<file path="src/hsv_threshold_blob_centroid_macros.svh">
// Assertion macros shared by the HSV threshold centroid block.
`ifndef HSV_THRESHOLD_BLOB_CENTROID_MACROS_SVH
`define HSV_THRESHOLD_BLOB_CENTROID_MACROS_SVH
`ifndef SYNTHESIS
// Same-cycle implication, checked at every rising clock edge outside reset.
`define HSVTBC_ASSERT_SAME(label, clk, rst, pre, post) \
   label: assert property (@(posedge clk) disable iff (rst) (pre) |-> (post)) \
      else $error("hsv_threshold_blob_centroid: same-cycle check failed");
// Next-cycle implication, checked at every rising clock edge outside reset.
`define HSVTBC_ASSERT_NEXT(label, clk, rst, pre, post) \
   label: assert property (@(posedge clk) disable iff (rst) (pre) |=> (post)) \
      else $error("hsv_threshold_blob_centroid: next-cycle check failed");
`else
`define HSVTBC_ASSERT_SAME(label, clk, rst, pre, post)
`define HSVTBC_ASSERT_NEXT(label, clk, rst, pre, post)
`endif
`endif

</file>
<file path="src/hsvtbc_pkg.sv">
// Shared types and constants of the HSV threshold centroid block.
package hsvtbc_pkg;

   localparam int CHAN_BITS = 8;
   localparam int COUNT_BITS = 23;
   localparam int COORD_BITS_DEFAULT = 11;
   localparam int CSR_INDEX_BITS = 3;
   localparam int CSR_DATA_BITS = COUNT_BITS;

   localparam logic [COUNT_BITS-1:0] COUNT_MAX = {COUNT_BITS{1'b1}};

   localparam logic [CHAN_BITS-1:0] HUE_LOW_RESET = 8'd15;
   localparam logic [CHAN_BITS-1:0] HUE_HIGH_RESET = 8'd24;
   localparam logic [CHAN_BITS-1:0] SAT_LOW_RESET = 8'd37;
   localparam logic [CHAN_BITS-1:0] SAT_HIGH_RESET = 8'd255;
   localparam logic [CHAN_BITS-1:0] VAL_LOW_RESET = 8'd121;
   localparam logic [CHAN_BITS-1:0] VAL_HIGH_RESET = 8'd255;
   localparam logic [COUNT_BITS-1:0] MIN_AREA_RESET = 23'd500;

   typedef enum logic [CSR_INDEX_BITS-1:0] {
      REG_HUE_LOW  = 3'd0,
      REG_HUE_HIGH = 3'd1,
      REG_SAT_LOW  = 3'd2,
      REG_SAT_HIGH = 3'd3,
      REG_VAL_LOW  = 3'd4,
      REG_VAL_HIGH = 3'd5,
      REG_MIN_AREA = 3'd6
   } csr_reg_type;

   typedef struct packed {
      logic take;
      logic last;
      logic step;
      logic finish;
   } cmd_type;

endpackage

</file>
<file path="src/hsvtbc_datapath.sv">
// Datapath: thresholds, accumulators, per-axis bit-serial dividers and result register.
module hsvtbc_datapath
   import hsvtbc_pkg::*;
#(
   parameter int COORD_BITS = COORD_BITS_DEFAULT
) (
   input  logic                      clock,
   input  logic                      reset,
   input  logic                      csr_write,
   input  logic [CSR_INDEX_BITS-1:0] csr_index,
   input  logic [CSR_DATA_BITS-1:0]  csr_data,
   input  cmd_type                   cmd,
   input  logic [CHAN_BITS-1:0]      hue,
   input  logic [CHAN_BITS-1:0]      sat,
   input  logic [CHAN_BITS-1:0]      val,
   input  logic [COORD_BITS-1:0]     pix_x,
   input  logic [COORD_BITS-1:0]     pix_y,
   output logic                      rsp_mask,
   output logic                      rsp_found,
   output logic [COORD_BITS-1:0]     rsp_cx,
   output logic [COORD_BITS-1:0]     rsp_cy
);

   localparam int SUM_BITS = COUNT_BITS + COORD_BITS;

   logic [CHAN_BITS-1:0] hue_low_ff, hue_high_ff, sat_low_ff, sat_high_ff;
   logic [CHAN_BITS-1:0] val_low_ff, val_high_ff;
   logic [COUNT_BITS-1:0] min_area_ff;

   logic [COUNT_BITS-1:0] count_ff, count_in;
   logic [SUM_BITS-1:0] sum_x_ff, sum_x_in, sum_y_ff, sum_y_in;

   logic [COUNT_BITS-1:0] divisor_ff;
   logic [COUNT_BITS-1:0] rem_x_ff, rem_x_in, rem_y_ff, rem_y_in;
   logic [COORD_BITS-1:0] work_x_ff, work_x_in, work_y_ff, work_y_in;
   logic found_ff, found_in;
   logic last_mask_ff;

   logic rsp_mask_ff, rsp_found_ff;
   logic [COORD_BITS-1:0] rsp_cx_ff, rsp_cy_ff;

   logic mask, acc_en;
   logic [COUNT_BITS:0] trial_x, trial_y, divisor_ext;
   logic ge_x, ge_y;

   assign mask = (hue >= hue_low_ff) && (hue <= hue_high_ff) &&
                 (sat >= sat_low_ff) && (sat <= sat_high_ff) &&
                 (val >= val_low_ff) && (val <= val_high_ff);
   assign acc_en = mask && (count_ff != COUNT_MAX);

   always_comb begin
      count_in = count_ff;
      sum_x_in = sum_x_ff;
      sum_y_in = sum_y_ff;
      if (acc_en) begin
         count_in = count_ff + 1'b1;
         sum_x_in = sum_x_ff + SUM_BITS'(pix_x);
         sum_y_in = sum_y_ff + SUM_BITS'(pix_y);
      end
      found_in = count_in > min_area_ff;
   end

   assign divisor_ext = {1'b0, divisor_ff};
   assign trial_x = {rem_x_ff, work_x_ff[COORD_BITS-1]};
   assign trial_y = {rem_y_ff, work_y_ff[COORD_BITS-1]};
   assign ge_x = trial_x >= divisor_ext;
   assign ge_y = trial_y >= divisor_ext;

   always_comb begin
      rem_x_in = ge_x ? COUNT_BITS'(trial_x - divisor_ext) : COUNT_BITS'(trial_x);
      rem_y_in = ge_y ? COUNT_BITS'(trial_y - divisor_ext) : COUNT_BITS'(trial_y);
      work_x_in = {work_x_ff[COORD_BITS-2:0], ge_x};
      work_y_in = {work_y_ff[COORD_BITS-2:0], ge_y};
   end

   always_ff @(posedge clock) begin
      if (reset) begin
         hue_low_ff <= HUE_LOW_RESET;
         hue_high_ff <= HUE_HIGH_RESET;
         sat_low_ff <= SAT_LOW_RESET;
         sat_high_ff <= SAT_HIGH_RESET;
         val_low_ff <= VAL_LOW_RESET;
         val_high_ff <= VAL_HIGH_RESET;
         min_area_ff <= MIN_AREA_RESET;
         count_ff <= '0;
         sum_x_ff <= '0;
         sum_y_ff <= '0;
      end else begin
         if (csr_write) begin
            case (csr_reg_type'(csr_index))
               REG_HUE_LOW: hue_low_ff <= csr_data[CHAN_BITS-1:0];
               REG_HUE_HIGH: hue_high_ff <= csr_data[CHAN_BITS-1:0];
               REG_SAT_LOW: sat_low_ff <= csr_data[CHAN_BITS-1:0];
               REG_SAT_HIGH: sat_high_ff <= csr_data[CHAN_BITS-1:0];
               REG_VAL_LOW: val_low_ff <= csr_data[CHAN_BITS-1:0];
               REG_VAL_HIGH: val_high_ff <= csr_data[CHAN_BITS-1:0];
               REG_MIN_AREA: min_area_ff <= csr_data;
               default: ;
            endcase
         end
         if (cmd.take) begin
            if (cmd.last) begin
               count_ff <= '0;
               sum_x_ff <= '0;
               sum_y_ff <= '0;
            end else begin
               count_ff <= count_in;
               sum_x_ff <= sum_x_in;
               sum_y_ff <= sum_y_in;
            end
         end
      end
   end

   always_ff @(posedge clock) begin
      if (cmd.take) begin
         if (cmd.last) begin
            divisor_ff <= count_in;
            rem_x_ff <= sum_x_in[SUM_BITS-1:COORD_BITS];
            rem_y_ff <= sum_y_in[SUM_BITS-1:COORD_BITS];
            work_x_ff <= sum_x_in[COORD_BITS-1:0];
            work_y_ff <= sum_y_in[COORD_BITS-1:0];
            found_ff <= found_in;
            last_mask_ff <= mask;
         end else begin
            rsp_mask_ff <= mask;
            rsp_found_ff <= 1'b0;
            rsp_cx_ff <= '0;
            rsp_cy_ff <= '0;
         end
      end
      if (cmd.step) begin
         rem_x_ff <= rem_x_in;
         rem_y_ff <= rem_y_in;
         work_x_ff <= work_x_in;
         work_y_ff <= work_y_in;
      end
      if (cmd.finish) begin
         rsp_mask_ff <= last_mask_ff;
         rsp_found_ff <= found_ff;
         rsp_cx_ff <= found_ff ? work_x_ff : '0;
         rsp_cy_ff <= found_ff ? work_y_ff : '0;
      end
   end

   assign rsp_mask = rsp_mask_ff;
   assign rsp_found = rsp_found_ff;
   assign rsp_cx = rsp_cx_ff;
   assign rsp_cy = rsp_cy_ff;

endmodule

</file>
<file path="src/hsvtbc_ctrl.sv">
// Controller: pixel handshake, frame-end division sequence and result valid.
module hsvtbc_ctrl
   import hsvtbc_pkg::*;
#(
   parameter int COORD_BITS = COORD_BITS_DEFAULT
) (
   input  logic    clock,
   input  logic    reset,
   input  logic    req_valid,
   input  logic    req_last,
   output logic    req_ready,
   output logic    rsp_valid,
   input  logic    rsp_ready,
   output cmd_type cmd
);

   localparam int STEP_BITS = $clog2(COORD_BITS);
   localparam logic [STEP_BITS-1:0] LAST_STEP = STEP_BITS'(COORD_BITS - 1);

   typedef enum logic [1:0] {
      ST_IDLE,
      ST_DIVIDE,
      ST_DONE
   } state_type;

   state_type state_ff;
   logic [STEP_BITS-1:0] step_ff;
   logic rsp_valid_ff;
   logic take;

   assign req_ready = (state_ff == ST_IDLE) && (!rsp_valid_ff || rsp_ready);
   assign take = req_valid && req_ready;

   always_comb begin
      cmd.take = take;
      cmd.last = req_last;
      cmd.step = state_ff == ST_DIVIDE;
      cmd.finish = state_ff == ST_DONE;
   end

   always_ff @(posedge clock) begin
      if (reset) begin
         state_ff <= ST_IDLE;
         step_ff <= '0;
         rsp_valid_ff <= 1'b0;
      end else begin
         case (state_ff)
            ST_IDLE: begin
               if (take) begin
                  if (req_last) begin
                     rsp_valid_ff <= 1'b0;
                     step_ff <= '0;
                     state_ff <= ST_DIVIDE;
                  end else begin
                     rsp_valid_ff <= 1'b1;
                  end
               end else if (rsp_ready) begin
                  rsp_valid_ff <= 1'b0;
               end
            end
            ST_DIVIDE: begin
               step_ff <= step_ff + 1'b1;
               if (step_ff == LAST_STEP) begin
                  state_ff <= ST_DONE;
               end
            end
            ST_DONE: begin
               rsp_valid_ff <= 1'b1;
               state_ff <= ST_IDLE;
            end
            default: state_ff <= ST_IDLE;
         endcase
      end
   end

   assign rsp_valid = rsp_valid_ff;

endmodule

</file>
<file path="src/hsv_threshold_blob_centroid.sv">
// Top level of the HSV threshold centroid block: ports, beat packing and checks.
// Each pixel beat is tested against inclusive hue, saturation and value bounds and
// answered by one result beat carrying the mask bit. Pixel beats without tlast stream
// at one pixel per clock while the result side keeps up. The beat with tlast closes
// the frame: the block then stops accepting pixels while one restoring divider per
// axis produces one quotient bit per cycle, and the result beat for that pixel carries
// tlast, object_found and the centroid. Configuration writes are taken in any cycle and
// should be made between frames.
`include "hsv_threshold_blob_centroid_macros.svh"
module hsv_threshold_blob_centroid
   import hsvtbc_pkg::*;
#(
   parameter int COORD_BITS = COORD_BITS_DEFAULT,
   localparam int REQ_DATA_BITS = ((3 * CHAN_BITS + 2 * COORD_BITS + 7) / 8) * 8,
   localparam int RSP_DATA_BITS = ((2 + 2 * COORD_BITS + 7) / 8) * 8
) (
   input  logic                      clock,
   input  logic                      reset,
   // Fields from bit 0: hue, sat, val, pix_x, pix_y, zero padding.
   input  logic [REQ_DATA_BITS-1:0]  req_tdata,
   input  logic                      req_tlast,
   input  logic                      req_tvalid,
   output logic                      req_tready,
   // Fields from bit 0: mask, object_found, centroid_x, centroid_y, zero padding.
   output logic [RSP_DATA_BITS-1:0]  rsp_tdata,
   output logic                      rsp_tlast,
   output logic                      rsp_tvalid,
   input  logic                      rsp_tready,
   input  logic                      csr_valid,
   output logic                      csr_ready,
   input  logic [CSR_INDEX_BITS-1:0] csr_index,
   input  logic [CSR_DATA_BITS-1:0]  csr_data
);

   localparam int X_LSB = 3 * CHAN_BITS;
   localparam int Y_LSB = X_LSB + COORD_BITS;

   cmd_type cmd;
   logic rsp_mask, rsp_found;
   logic [COORD_BITS-1:0] rsp_cx, rsp_cy;
   logic frame_ff;

   assign csr_ready = 1'b1;

   hsvtbc_ctrl #(
      .COORD_BITS(COORD_BITS)
   ) u_ctrl (
      .clock    (clock),
      .reset    (reset),
      .req_valid(req_tvalid),
      .req_last (req_tlast),
      .req_ready(req_tready),
      .rsp_valid(rsp_tvalid),
      .rsp_ready(rsp_tready),
      .cmd      (cmd)
   );

   hsvtbc_datapath #(
      .COORD_BITS(COORD_BITS)
   ) u_datapath (
      .clock    (clock),
      .reset    (reset),
      .csr_write(csr_valid && csr_ready),
      .csr_index(csr_index),
      .csr_data (csr_data),
      .cmd      (cmd),
      .hue      (req_tdata[CHAN_BITS-1:0]),
      .sat      (req_tdata[2*CHAN_BITS-1:CHAN_BITS]),
      .val      (req_tdata[3*CHAN_BITS-1:2*CHAN_BITS]),
      .pix_x    (req_tdata[X_LSB+COORD_BITS-1:X_LSB]),
      .pix_y    (req_tdata[Y_LSB+COORD_BITS-1:Y_LSB]),
      .rsp_mask (rsp_mask),
      .rsp_found(rsp_found),
      .rsp_cx   (rsp_cx),
      .rsp_cy   (rsp_cy)
   );

   always_ff @(posedge clock) begin
      if (reset) begin
         frame_ff <= 1'b0;
      end else if (cmd.take) begin
         frame_ff <= req_tlast;
      end
   end

   assign rsp_tlast = frame_ff;
   assign rsp_tdata = RSP_DATA_BITS'({rsp_cy, rsp_cx, rsp_found, rsp_mask});

   // A new pixel is only taken when the result register is free or draining.
   `HSVTBC_ASSERT_SAME(a_ready_needs_room, clock, reset, req_tready && rsp_tvalid, rsp_tready)
   // The frame-end pixel starts the division, so the next cycle accepts nothing.
   `HSVTBC_ASSERT_NEXT(a_busy_after_last, clock, reset, req_tvalid && req_tready && req_tlast,
      !req_tready && !rsp_tvalid)
   // Only frame-end results may report an object or a centroid.
   `HSVTBC_ASSERT_SAME(a_plain_beat_clean, clock, reset, rsp_tvalid && !rsp_tlast,
      !rsp_found && (rsp_cx == '0) && (rsp_cy == '0))

endmodule
</file>
<file path="config.mk">
export PLATFORM = sky130hd
export DESIGN_NAME = hsv_threshold_blob_centroid
export DESIGN_NICKNAME = d
export VERILOG_FILES = /design/src/hsvtbc_pkg.sv /design/src/hsvtbc_datapath.sv /design/src/hsvtbc_ctrl.sv /design/src/hsv_threshold_blob_centroid.sv
export VERILOG_INCLUDE_DIRS = /design/src /design/src/src
export SDC_FILE = /design/constraint.sdc
export NUM_CORES = 1
export LEC_CHECK = 0
export BUFFER_PORTS_ARGS = -buffer_cell sky130_fd_sc_hd__buf_2
export CAP_MARGIN = 10
export CORE_ASPECT_RATIO = 0.5
export CORE_MARGIN = 5
export CORE_UTILIZATION = 60
export CTS_CLUSTER_SIZE = 24
export DETAILED_ROUTE_END_ITERATION = 8
export GPL_ROUTABILITY_DRIVEN = 0
export PLACE_DENSITY = 0.88
export SLEW_MARGIN = 20
export SYNTH_ARGS = -nofsm -noshare
export SYNTH_HDL_FRONTEND = slang
export SYNTH_SLANG_ARGS = --single-unit
</file>
<file path="constraint.sdc">
create_clock -name clock -period 5.4 [get_ports clock]
set_clock_uncertainty 0.1 [all_clocks]
set_input_delay 0.81 -clock clock [delete_from_list [all_inputs] [get_ports clock]]
set_output_delay 0.81 -clock clock [all_outputs]
set_load 0.03 [all_outputs]
</file>
### Yosys cells after proc, flatten, opt, wreduce, memory -nomap -nowiden

Index checks and enable logic that the tools add are counted.

| word-level totals | value |
|---|---|
| register bits after elaboration | 287 |
| input bits | 80 |
| output and inout bits | 28 |
| logic and storage cells | 128 |

| cells by class | value |
|---|---|
| add/sub/neg operators | 6 |
| $lt $le $gt $ge | 9 |
| equal/unequal tests | 15 |
| multiplexer cells | 43 |
| reduce and logical (&&, ||, !) cells | 30 |

Operator list:

| kind | count |
|---|---|
| $mux 23 | 10 |
| $mux 34 | 4 |
| $mux 11 | 12 |
| $add 34x11->34 | 2 |
| $ge 24x23->1 | 2 |
| $sub 23x23->23 | 2 |
| $ge 8x8->1 | 3 |
| $le 8x8->1 | 3 |
| $add 23x1->23 const B | 1 |
| $gt 23x23->1 | 1 |
| $ne 23x23->1 const B | 1 |
| $reduce_and 2->1 | 11 |
| $reduce_bool 2->1 | 5 |
| $eq 3x3->1 const B | 3 |
| $mux 1 | 9 |
| $logic_and 1x1->1 | 8 |
| $mux 4 | 2 |
| $pmux 4 s2 | 1 |
| $eq 3x2->1 const B | 2 |
| $mux 2 | 3 |
| $ne 2x1->1 const B | 3 |
| $reduce_and 3->1 | 2 |
| $add 4x1->4 const B | 1 |
| $eq 4x4->1 const B | 1 |
| 11 further kinds | 11 |

### Depth between registers and ports, before layout

Gate-level depths: netlist of the first run.

| logic depth | value |
|---|---|
| depth in word-level cells | 11 |
| gate-level depth with buffers | 22 |

### Hierarchy

A second synthesis of the first run with hierarchy kept.

| unflattened totals | value |
|---|---|
| cell total of the unflattened synthesis | 2009 |
| area, all modules | 17981.0 um^2 |

Modules (own cells, without submodules):

| module | times used | cells an instance | area each (um^2) | sequential area each (um^2) |
|---|---|---|---|---|
| hsvtbc_datapath | 1 | 1952 | 17509.3 | 6756.5 |
| hsvtbc_ctrl | 1 | 50 | 411.6 | 140.1 |
| hsv_threshold_blob_centroid | 1 | 7 | 60.1 | 20.0 |

### Worst setup path after synthesis of the first run

Ideal clock, no wire load.

| path | value |
|---|---|
| path kind | input to register |
| from | input req_tdata[1] |
| to | register u_datapath.found_ff, data pin |
| data arrival time | 4320 ps |
| required time | 5038 ps |
| path slack | 718 ps |
| stages | 19 |
| cell sequence | ha_1 -> nor2b_1 -> o211ai_2 -> a21oi_1 -> a2111oi_2 -> o211ai_2 -> nor4_4 -> buf_2 -> and3_1 -> xor2_1 -> ha_1 -> a21o_1 -> a21o_1 -> a21o_1 -> a21oi_1 -> o21a_1 -> o211ai_1 -> a221oi_1 -> nor2_1 |

| between the ends | value |
|---|---|
| word-level cells in the longest chain between the ends | 9 |
| elaborated cells between the ends (all ways) | 10 |

Ends and longest elaborated chain:

| element | line | source |
|---|---|---|
| start: declaration | hsv_threshold_blob_centroid.sv:20 | `input logic [REQ_DATA_BITS-1:0] req_tdata,` |
| $ge 8x8->1 or $le 8x8->1 (tied branches) | hsvtbc_datapath.sv:46 | `assign mask = (hue >= hue_low_ff) && (hue <= hue_high_ff) &&` |
| $logic_and 1x1->1 (*) (2 in a row) | hsvtbc_datapath.sv:46 |  |
| $logic_and 1x1->1 (*) (2 in a row) | hsvtbc_datapath.sv:47 | `(sat >= sat_low_ff) && (sat <= sat_high_ff) &&` |
| $logic_and 1x1->1 (*) | hsvtbc_datapath.sv:48 | `(val >= val_low_ff) && (val <= val_high_ff);` |
| $logic_and 1x1->1 (*) | hsvtbc_datapath.sv:49 | `assign acc_en = mask && (count_ff != COUNT_MAX);` |
| $mux 23 (*) | hsvtbc_datapath.sv:55 | `if (acc_en) begin` |
| named net u_datapath.count_in[9] | hsvtbc_datapath.sv:30 | `logic [COUNT_BITS-1:0] count_ff, count_in;` |
| $gt 23x23->1 (*) | hsvtbc_datapath.sv:60 | `found_in = count_in > min_area_ff;` |
| named net u_datapath.found_in | hsvtbc_datapath.sv:36 | `logic found_ff, found_in;` |
| end signal: assignment | hsvtbc_datapath.sv:123 | `found_ff <= found_in;` |
| end: declaration | hsvtbc_datapath.sv:36 |  |

Mark *: on every way through the listed nets, which the timed path passes. The rest lies on a longest branch.
A chain may end at the register's enable or synchronous reset.

### Worst setup path in the final report of the first run

| path | value |
|---|---|
| from | register u_datapath.sat_high_ff[3] |
| to | register u_datapath.found_ff, data pin |

| between the ends | value |
|---|---|
| word-level cells in the longest chain between the ends | 7 |

Ends and longest elaborated chain:

| element | line | source |
|---|---|---|
| start: declaration | hsvtbc_datapath.sv:26 | `logic [CHAN_BITS-1:0] hue_low_ff, hue_high_ff, sat_low_ff, sat_high_ff;` |
| start signal: assignment | hsvtbc_datapath.sv:94 | `REG_SAT_HIGH: sat_high_ff <= csr_data[CHAN_BITS-1:0];` |
| $le 8x8->1 | hsvtbc_datapath.sv:47 |  |
| $logic_and 1x1->1 (2 in a row) | hsvtbc_datapath.sv:47 |  |
| $logic_and 1x1->1 | hsvtbc_datapath.sv:48 |  |
| $logic_and 1x1->1 | hsvtbc_datapath.sv:49 |  |
| $mux 23 | hsvtbc_datapath.sv:55 |  |
| named net u_datapath.count_in[17] | hsvtbc_datapath.sv:30 |  |
| $gt 23x23->1 | hsvtbc_datapath.sv:60 |  |
| named net u_datapath.found_in | hsvtbc_datapath.sv:36 |  |

The timed path passes the listed nets, and every way through them passes these cells.

==> flow_summary.ini, run 1 <==
[yosys]
synthFlopType = dfxtp_1
synthArstFlopShare = 0
synth-seq-area-share = 0.3750
synth_warnings = 0
syn_area_per_cell_um2 = 8.975
synth_cells = 2055
netlist_area_um2 = 18440
synth_seq_cells = 287
syn_nets = 2281
synth.distinct_cells = 89
synth_edf_count = 117

[final_layout]
num_antenna_cells = 0
syn_to_final_growth_pct = 9.498
layout-drive-gt1-share = 0.1096
num-fill-cells = 2215
layout.nets = 2340
instances_no_fill = 2534

[sta]
max_freq_mhz = 214.7
setup_slack_ps = 743.4
tightest_slew_ps = 1056
rsz0062_at_grt = false
tns_ps = 0
drv_slew = 0
finalSetupViolCount = 0
hold_slack_ps = 356.9
period_needed_ps = 4657
hold_violations = 0
slew_headroom = 0.2959
post-route-period-util = 0.8623

[global_routing]
grt_pass1_vias = 14820
gr-total-overflow = 0
grtUsageTotal = 0.2599
antenna_found_initial = 0
grt_max_degree = 101
grt_pass1_wl_um = 75370

[worst_setup_path]
crit_type = reg2reg
rrSetupSlack_ps = 740
reg2reg_depth = 19
rr_startpoint = u_datapath.sat_high_ff[3]
arrival_ps = 4860
critPathLaunch = u_datapath.sat_high_ff[3]
critPathCaptureType = register
cp_max_fo = 8
critPathLaunchType = register
required_ps = 5610

[placed_design]
portBuffers = 104
dp_hpwl_um = 32080
placed_cells = 2484
pre_cts_ws_ps = 197.3

[routing]
drtPass1Iterations = 6
vias_per_cell = 6.280
post_drt_wl_per_cell_um = 18.45
antenna_left = 0
vias = 15910
wl_um = 46750
drc_errors = 0
first_iter_violations = 1619

[clock_tree]
hold_buffers = 0
cts_tree = yes
cts_resized = 0
h-tree-depth = 1
numCtsBuffers = 27
clockBufferDepth = 3
path_clk_slew_ps = 70
clock_sinks = 287
post_cts_buffers = 0
clk_latency_ps = 570
root_buffer = clkbuf_16

[power]
power_density_nw_per_um2 = 272.6
vdd_drop_max_uv = 198.4
power.leakage_nw = 8.582

[die]
row_count = 45
num_io_pins = 108
initial_core_util = 0.6088
core_area_um2 = 30290
dieArea_um2 = 34560
die_y_um = 134.0
fp.dieW_um = 257.9

[min_path]
hold_path_class = reg2reg
whs_path_depth = 2
hp-start = u_datapath.hue_high_ff[2]

[job]
cap_violations = 0

[status]
status = complete, no violations
[registers in the layout (all words and copies together), names as in the netlist, 11 cells and up]
signal,flops
u_datapath.rem_y_ff,23
u_datapath.rem_x_ff,23
u_datapath.sum_y_ff,34
u_datapath.rsp_cx,11
u_datapath.count_ff,23
u_datapath.rsp_cy,11
u_datapath.divisor_ff,23
u_datapath.work_x_ff,11
u_datapath.work_y_ff,11
u_datapath.min_area_ff,23
u_datapath.sum_x_ff,34
[cells by family (layout without fill, tap and decap cells)]
logic type                 count (synthesis)  in the layout  synth area share
and+or+nand+nor                          662            662            0.1873
AOI/OAI and AO/OA                        513            513            0.1758
DFF                                      287            287            0.3750
buffers and inverters                    234            314           0.05258
adders and majority gates                146            146            0.1007
xor gates and xnor gates                 115            115           0.05461
muxes                                     97             97           0.05373
other                                      1              1         0.0002033
[critical path, stage by stage (launching register included)]
cell      delay [ps]
dfxtp_1          330
inv_1             50
ha_1             310
nand4_1          120
o31a_1           270
nor4_2           320
o211ai_2         360
nor4_4           500
and2_2           260
nand3_1          130
xnor2_1          220
ha_1             300
a41oi_1          180
o21ai_0          120
a21oi_1          180
nor2b_1           70
o21ai_0          150
nand2b_1          70
a221oi_1         280
nor2_1            80
[cell usage after synthesis, drive strengths merged, types with 26 or more instances]
| master | count | area, um2 |
|---|---|---|
| nand2 | 219 | 829.5 |
| and3 | 29 | 188.9 |
| a21oi | 141 | 705.7 |
| a21o | 44 | 330.3 |
| edfxtp | 117 | 3513 |
| ha | 142 | 1777 |
| and2 | 40 | 254.0 |
| nor3 | 30 | 155.1 |
| a31oi | 26 | 162.7 |
| o21ai | 142 | 718.2 |
| nand4 | 37 | 231.5 |
| xnor2 | 72 | 630.6 |
| buf | 30 | 202.7 |
| nor2 | 113 | 436.7 |
| nand3 | 58 | 320.3 |
| mux2i | 81 | 810.8 |
| clkbuf | 68 | 256.5 |
| nand3b | 29 | 217.7 |
| inv | 135 | 506.7 |
| xor2 | 43 | 376.6 |
| dfxtp | 170 | 3403 |
[metal layers]
metal,track usage,vias to the layer above,part of all wire
li1,-,7552,-
met1,0.3544,7512,0.42
met2,0.4350,753,0.47
met3,0.04157,96,0.088
met4,0.07139,0,0.024
met5,0,-,0
[path summary, 6_finish.rpt]
check                               to
max                u_datapath.found_ff
min          u_datapath.hue_high_ff[2]
max reg2reg        u_datapath.found_ff
min reg2reg  u_datapath.hue_high_ff[2]
[placed cells by master (no fill, tap or decap), types with 29 or more instances in the layout]
| master | n |
|---|---|
| mux2i_1 | 81 |
| ha_1 | 142 |
| and2_1 | 36 |
| nor3_1 | 29 |
| xor2_1 | 43 |
| nand3b_1 | 29 |
| xnor2_1 | 72 |
| a21o_1 | 44 |
| buf_2 | 104 |
| dfxtp_1 | 170 |
| nand3_1 | 54 |
| a21oi_1 | 141 |
| edfxtp_1 | 117 |
| nand4_1 | 37 |
| nor2_1 | 108 |
| o21ai_0 | 137 |
| nand2_1 | 216 |
| inv_1 | 134 |
[metrics by stage]
step | util | instance area [um2] | power (mW)
2_1_floorplan | - | 18440 | 3.177
3_3_place_gp | 0.6348 | 19230 | 3.383
3_5_place_dp | 0.6348 | 19230 | 3.419
4_1_cts | 0.6666 | 20190 | 5.488
5_1_grt | 0.6667 | 20190 | 5.722
6_report | 0.6667 | 20190 | 5.504
[power breakdown]
group / switching, mW / internal, mW / total (mW) / leakage, nW
registers: 0.0507 / 2.36 / 2.41 / 2.50
logic: 0.611 / 0.383 / 0.994 / 5.61
clock network: 0.882 / 1.22 / 2.10 / 0.474
[layout make-up]
type | instances | area, um2 | share of cell area
flip-flops and latches | 287 | 6917 | 0.3425
clock buffers | 34 | 742.0 | 0.03674
clock inverters | 16 | 221.5 | 0.01097
multi-input cells | 1534 | 10600 | 0.5251
repair buffers | 128 | 700.7 | 0.03470
inverters | 136 | 510.5 | 0.02528
well taps | 399 | 499.2 | 0.02472
No activity file was read; power rests on OpenSTA's default activity.
==> inputs of run 2 (changes only) <==
CELL_PAD_IN_SITES_DETAIL_PLACEMENT = 0   (was default)
CELL_PAD_IN_SITES_GLOBAL_PLACEMENT = 1   (was default)
CORE_UTILIZATION = 49   (was 60)
CTS_BUF_LIST = sky130_fd_sc_hd__clkbuf_8   (was default)
PLACE_DENSITY = 0.91   (was 0.88)
==> flow_summary.ini, run 2 (synthesis gave the netlist of run 1 again) <==
[power]
p_clk_frac = 0.378
power.leakage_nw = 8.697
seq_power_share = 0.441
power_density_nw_per_um2 = 267.8
vdd_drop_max_uv = 338.1
intPower_mw = 3.885
switchingPower_mw = 1.574
power_mw = 5.459
p_comb_frac = 0.181
swShare = 0.2884

[routing]
drtPass1Iterations = 6
antenna_left = 0
wl_um = 45720
vias = 15220
post_drt_wl_per_cell_um = 17.13
vias_per_cell = 5.702
drc_errors = 0
first_iter_violations = 1167

[die]
die_y_um = 147.2
dieArea_um2 = 41850
initial_core_util = 0.4946
fp.dieW_um = 284.4
row_count = 50
num_io_pins = 108
core_area_um2 = 37290

[sta]
rsz0062_at_grt = false
slew_headroom = 0.2959
tightest_slew_ps = 1056
tns_ps = 0
max_freq_mhz = 225.2
post-route-period-util = 0.8225
drv_slew = 0
hold_violations = 0
period_needed_ps = 4441
finalSetupViolCount = 0

[clock_tree]
clock_sinks = 287
cts_resized = 0
clk_latency_ps = 590
path_clk_slew_ps = 70
hold_buffers = 0
post_cts_buffers = 0
cts_tree = yes
h-tree-depth = 2
numCtsBuffers = 46
root_buffer = clkbuf_8
clockBufferDepth = 3

[placed_design]
portBuffers = 104
dp_hpwl_um = 32210

[final_layout]
layout-drive-gt1-share = 0.1182
top_regs = u_datapath.sum_x_ff: 34 flops, u_datapath.sum_y_ff: 34 flops
syn_to_final_growth_pct = 10.56
num_antenna_cells = 0
mostFrequentLayoutCells = 216 x nand2_1, 170 x dfxtp_1, 149 x inv_1
mostFrequentLayoutCell = nand2_1
layout.nets = 2364

[worst_setup_path]
reg2reg_depth = 18
rr_startpoint = u_datapath.sat_high_ff[3]
critPathCaptureType = register
cp-endpoint = u_datapath.found_ff
arrival_ps = 4660
r2r_end = u_datapath.found_ff
required_ps = 5620
critPathLaunchType = register
cp_max_fo = 3
rrSetupSlack_ps = 960
crit_type = reg2reg
critPathLaunch = u_datapath.sat_high_ff[3]

[global_routing]
grt_max_degree = 69
grtUsageTotal = 0.2128
gr-total-overflow = 0
grt_pass1_vias = 14380
antenna_found_initial = 0
grt_pass1_wl_um = 74060

[min_path]
hold_path_class = reg2reg

[status]
status = complete, no violations

[job]
cap_violations = 0
## run 2: through the flow
step	area (um2)	hold WS (ps)	setup slack [ps]	util	instances
floorplan	18440	336.3	717.9	-	2055
global placement	19400	342.1	453.8	0.5202	2584
detailed placement	19400	347.3	398.3	0.5202	2584
CTS	20390	332.8	958.9	0.5468	2669
global route	20390	352.4	629.1	0.5468	2669
finish	20390	353.7	958.7	0.5468	2669
## run 2: area by class of cell
type / count / area [um2]
multi-input cells: 1534 / 10610
repair buffers: 133 / 740.7
inverters: 136 / 510.5
clock buffers: 53 / 729.5
flip-flops and latches: 287 / 6917
clock inverters: 32 / 260.3
well taps: 494 / 618.1
fillers: 3409 / 16900
## run 2: how the worst min path moves through the flow
stage	from	endpoint	slack, ps	cells past startpoint
2_1_floorplan	u_datapath.hue_high_ff[1]	u_datapath.hue_high_ff[1]	340	2
3_3_place_gp	u_datapath.hue_high_ff[2]	u_datapath.hue_high_ff[2]	340	2
3_5_place_dp	u_datapath.min_area_ff[22]	u_datapath.min_area_ff[22]	350	2
4_1_cts	csr_data[20]	u_datapath.min_area_ff[20]	330	3
5_1_grt	csr_data[20]	u_datapath.min_area_ff[20]	350	3
6_report	u_datapath.min_area_ff[22]	u_datapath.min_area_ff[22]	350	2
## run 2: routing by layer
| layer | routed length [um] | GRT usage |
|---|---|---|
| met5 | 0 | 0 |
| met4 | 942 | 0.05352 |
| met3 | 2801 | 0.03690 |
| met2 | 20010 | 0.3442 |
| met1 | 21970 | 0.2985 |
## run 2: power by group through the flow
stage | registers (mW) | logic, mW | clock network (mW)
floorplan | 2.46 | 0.722 | 0
global placement | 2.45 | 0.962 | 0
global route | 2.42 | 1.10 | 2.20
CTS | 2.41 | 0.984 | 2.10
finish | 2.41 | 0.990 | 2.06
detailed placement | 2.45 | 0.979 | 0
## run 2: critical path, cell delays in order (launching register included)
cell and delay (ps):
dfxtp_1 330, inv_1 60, ha_1 310, nand4_1 120, o31a_1 260, nor4_2 340, o211ai_2 230, nor4_1 450
xor2_1 300, ha_1 300, a21o_1 160, a21o_1 170, a21o_1 170, a21o_1 160, a21oi_1 140, o21a_1 140
o211ai_1 100, a221oi_1 260, nor2_1 70
==> inputs of run 3 (changes only) <==
CORE_UTILIZATION = 45   (was 49)
PLACE_DENSITY = 0.89   (was 0.91)
clock period = 3.61 ns   (was 5.4 ns; I/O delays follow)
==> flow_summary.ini, run 3 (synthesis gave the netlist of run 1 again) <==
[power]
p_clk_frac = 0.358
intPower_mw = 5.715
power_density_nw_per_um2 = 368.1
swShare = 0.2959
switchingPower_mw = 2.402
vdd_drop_max_uv = 243.1
power.leakage_nw = 9.560
p_comb_frac = 0.198
seq_power_share = 0.444

[sta]
hold_slack_ps = 74.68
hold_violations = 0
rsz0062_at_grt = true
slew_headroom = 0.2907
drv_slew = 0
period_needed_ps = 4217
max_freq_mhz = 237.1
setup_slack_ps = -607.2
tightest_slew_ps = 1061
post-route-period-util = 1.168
finalSetupViolCount = 1

[final_layout]
syn_to_final_growth_pct = 19.55
final_util = 0.5448
mostFrequentLayoutCell = nand2_1
layout.nets = 2523
regArea_um2 = 6922
num-fill-cells = 3629
mostFrequentLayoutCells = 215 x nand2_1, 177 x buf_4, 166 x dfxtp_1
top_regs = u_datapath.sum_x_ff: 34 flops, u_datapath.sum_y_ff: 34 flops
multi_input_area_um2 = 10900
layout-drive-gt1-share = 0.1967

[placed_design]
dp_hpwl_um = 34400
portBuffers = 104
pre_cts_ws_ps = -1148

[die]
num_io_pins = 108
initial_core_util = 0.4557
row_count = 52
core_area_um2 = 40470
die_y_um = 153.2
fp.dieW_um = 296.3
dieArea_um2 = 45380

[worst_setup_path]
critPathLaunchType = register
required_ps = 3830
crit_type = reg2reg
critPathBufInv = 3
critPathMaxStageDelay_ps = 380
arrival_ps = 4440
critPathCaptureType = register
cp_slowest_cell = nor4_4
path_cells = inv_2 -> ha_4 -> nand4_1 -> o31a_1 -> nor4_4 -> o211ai_4 -> buf_12 -> buf_4 -> nor2_2 -> nand4_1 -> xnor2_2 -> ha_1 -> a41oi_2 -> o21ai_1 -> a21oi_1 -> nor2b_1 -> o21ai_1 -> nand2b_1 -> a221oi_2 -> nor2_1
cp_max_fo = 5
cp_top_family = compound AO/OA/AOI/OAI gates

[routing]
first_iter_violations = 956
vias = 15840
antenna_left = 0
post_drt_wl_per_cell_um = 16.83
vias_per_cell = 5.510
drc_errors = 0
wl_um = 48380
drtPass1Iterations = 5

[status]
status = complete, but fails checks
violations = setup timing

[global_routing]
gr-total-overflow = 0
grt_use_met1 = 0.2875
grtUsageTotal = 0.2071
use_met2 = 0.3349
busiest_layer = met2
grt_pass1_wl_um = 77780
antenna_found_initial = 0
grt_pass1_vias = 15300
grt_max_degree = 76
grtUsageMet3 = 0.03828

[job]
cap_violations = 0

[clock_tree]
clk_latency_ps = 610
numCtsBuffers = 45
clockBufferDepth = 3
path_clk_slew_ps = 70
clock_sinks = 287
root_buffer = clkbuf_8
h-tree-depth = 2
cts_tree = yes

[min_path]
hold_path_class = in2reg
==> run 3: cell types whose count changed in the layout (fill, tap and decap cells not counted), sizes merged <==
cell	previous run	this run
diode	0	1
inv	150	149
clkinv	12	10
bufinv	5	1
clkbuf	53	57
clkinvlp	1	3
buf	133	293
==> run 3: metal layers <==
layer / part of all wire / up-vias / routed length (um)
li1: - / 7933 / -
met1: 0.47 / 7477 / 22860
met2: 0.45 / 352 / 21880
met3: 0.054 / 78 / 2589
met4: 0.022 / 0 / 1045
met5: 0 / - / 0
==> run 3: path summary, 6_finish.rpt <==
kind | from | end | slack, ps | depth (start not counted)
hold / removal | csr_data[8] | u_datapath.min_area_ff[8] | 70 | 3
hold reg to reg | u_datapath.min_area_ff[11] | u_datapath.min_area_ff[11] | 360 | 2
setup reg to reg | u_datapath.sat_high_ff[2] | u_datapath.found_ff | -610 | 20
setup / recovery | u_datapath.sat_high_ff[2] | u_datapath.found_ff | -610 | 20
==> run 3: layout make-up <==
cell class,instances,share of cell area
clock inverter,27,0.007094
timing repair buffer,293,0.09477
antenna,1,0.0001135
sequential,287,0.3139
clock buffer,57,0.03558
multi-input combinational,1534,0.4946
tap,540,0.03065
inverter,136,0.02327
==> run 3: metrics by stage <==
stage	instances	power (mW)	TNS, ps	instance area (um2)
after floorplan	2055	4.753	-585.3	18510
after global placement	2780	5.199	-18480	20730
after detailed placement	2780	5.231	-21320	20730
after CTS	2870	8.149	-594.2	21850
after global routing	2874	8.523	-823.6	22040
final	2875	8.116	-607.2	22050
==> run 3: repair_timing <==
item | 4_1_cts | 5_1_grt
setup endpoints to repair | 43 | 28
resized for setup | 26 | 29
pin swaps | 19 | 24
hold buffers | 0 | 0
buffers inserted | 6 | 4
endpoints found under the hold margin | 0 | 0
==> run 3: worst reg2reg max path, delay by kind of cell, from the launching register on <==
kind,cells,cell delay [ps]
DFF,1,340
AOI/OAI and AO/OA,7,1290
adders and majority gates,2,590
buffers and inverters,3,380
xor gates and xnor gates,1,210
and+or+nand+nor,7,1020
==> run 3: power groups by stage <==
| stage | combinational, mW | clock (mW) | sequential, mW |
|---|---|---|---|
| floorplan | 1.08 | 0 | 3.67 |
| detailed placement | 1.56 | 0 | 3.67 |
| finish | 1.61 | 2.91 | 3.60 |
| CTS | 1.58 | 2.97 | 3.60 |
| global route | 1.78 | 3.13 | 3.61 |
| global placement | 1.53 | 0 | 3.66 |
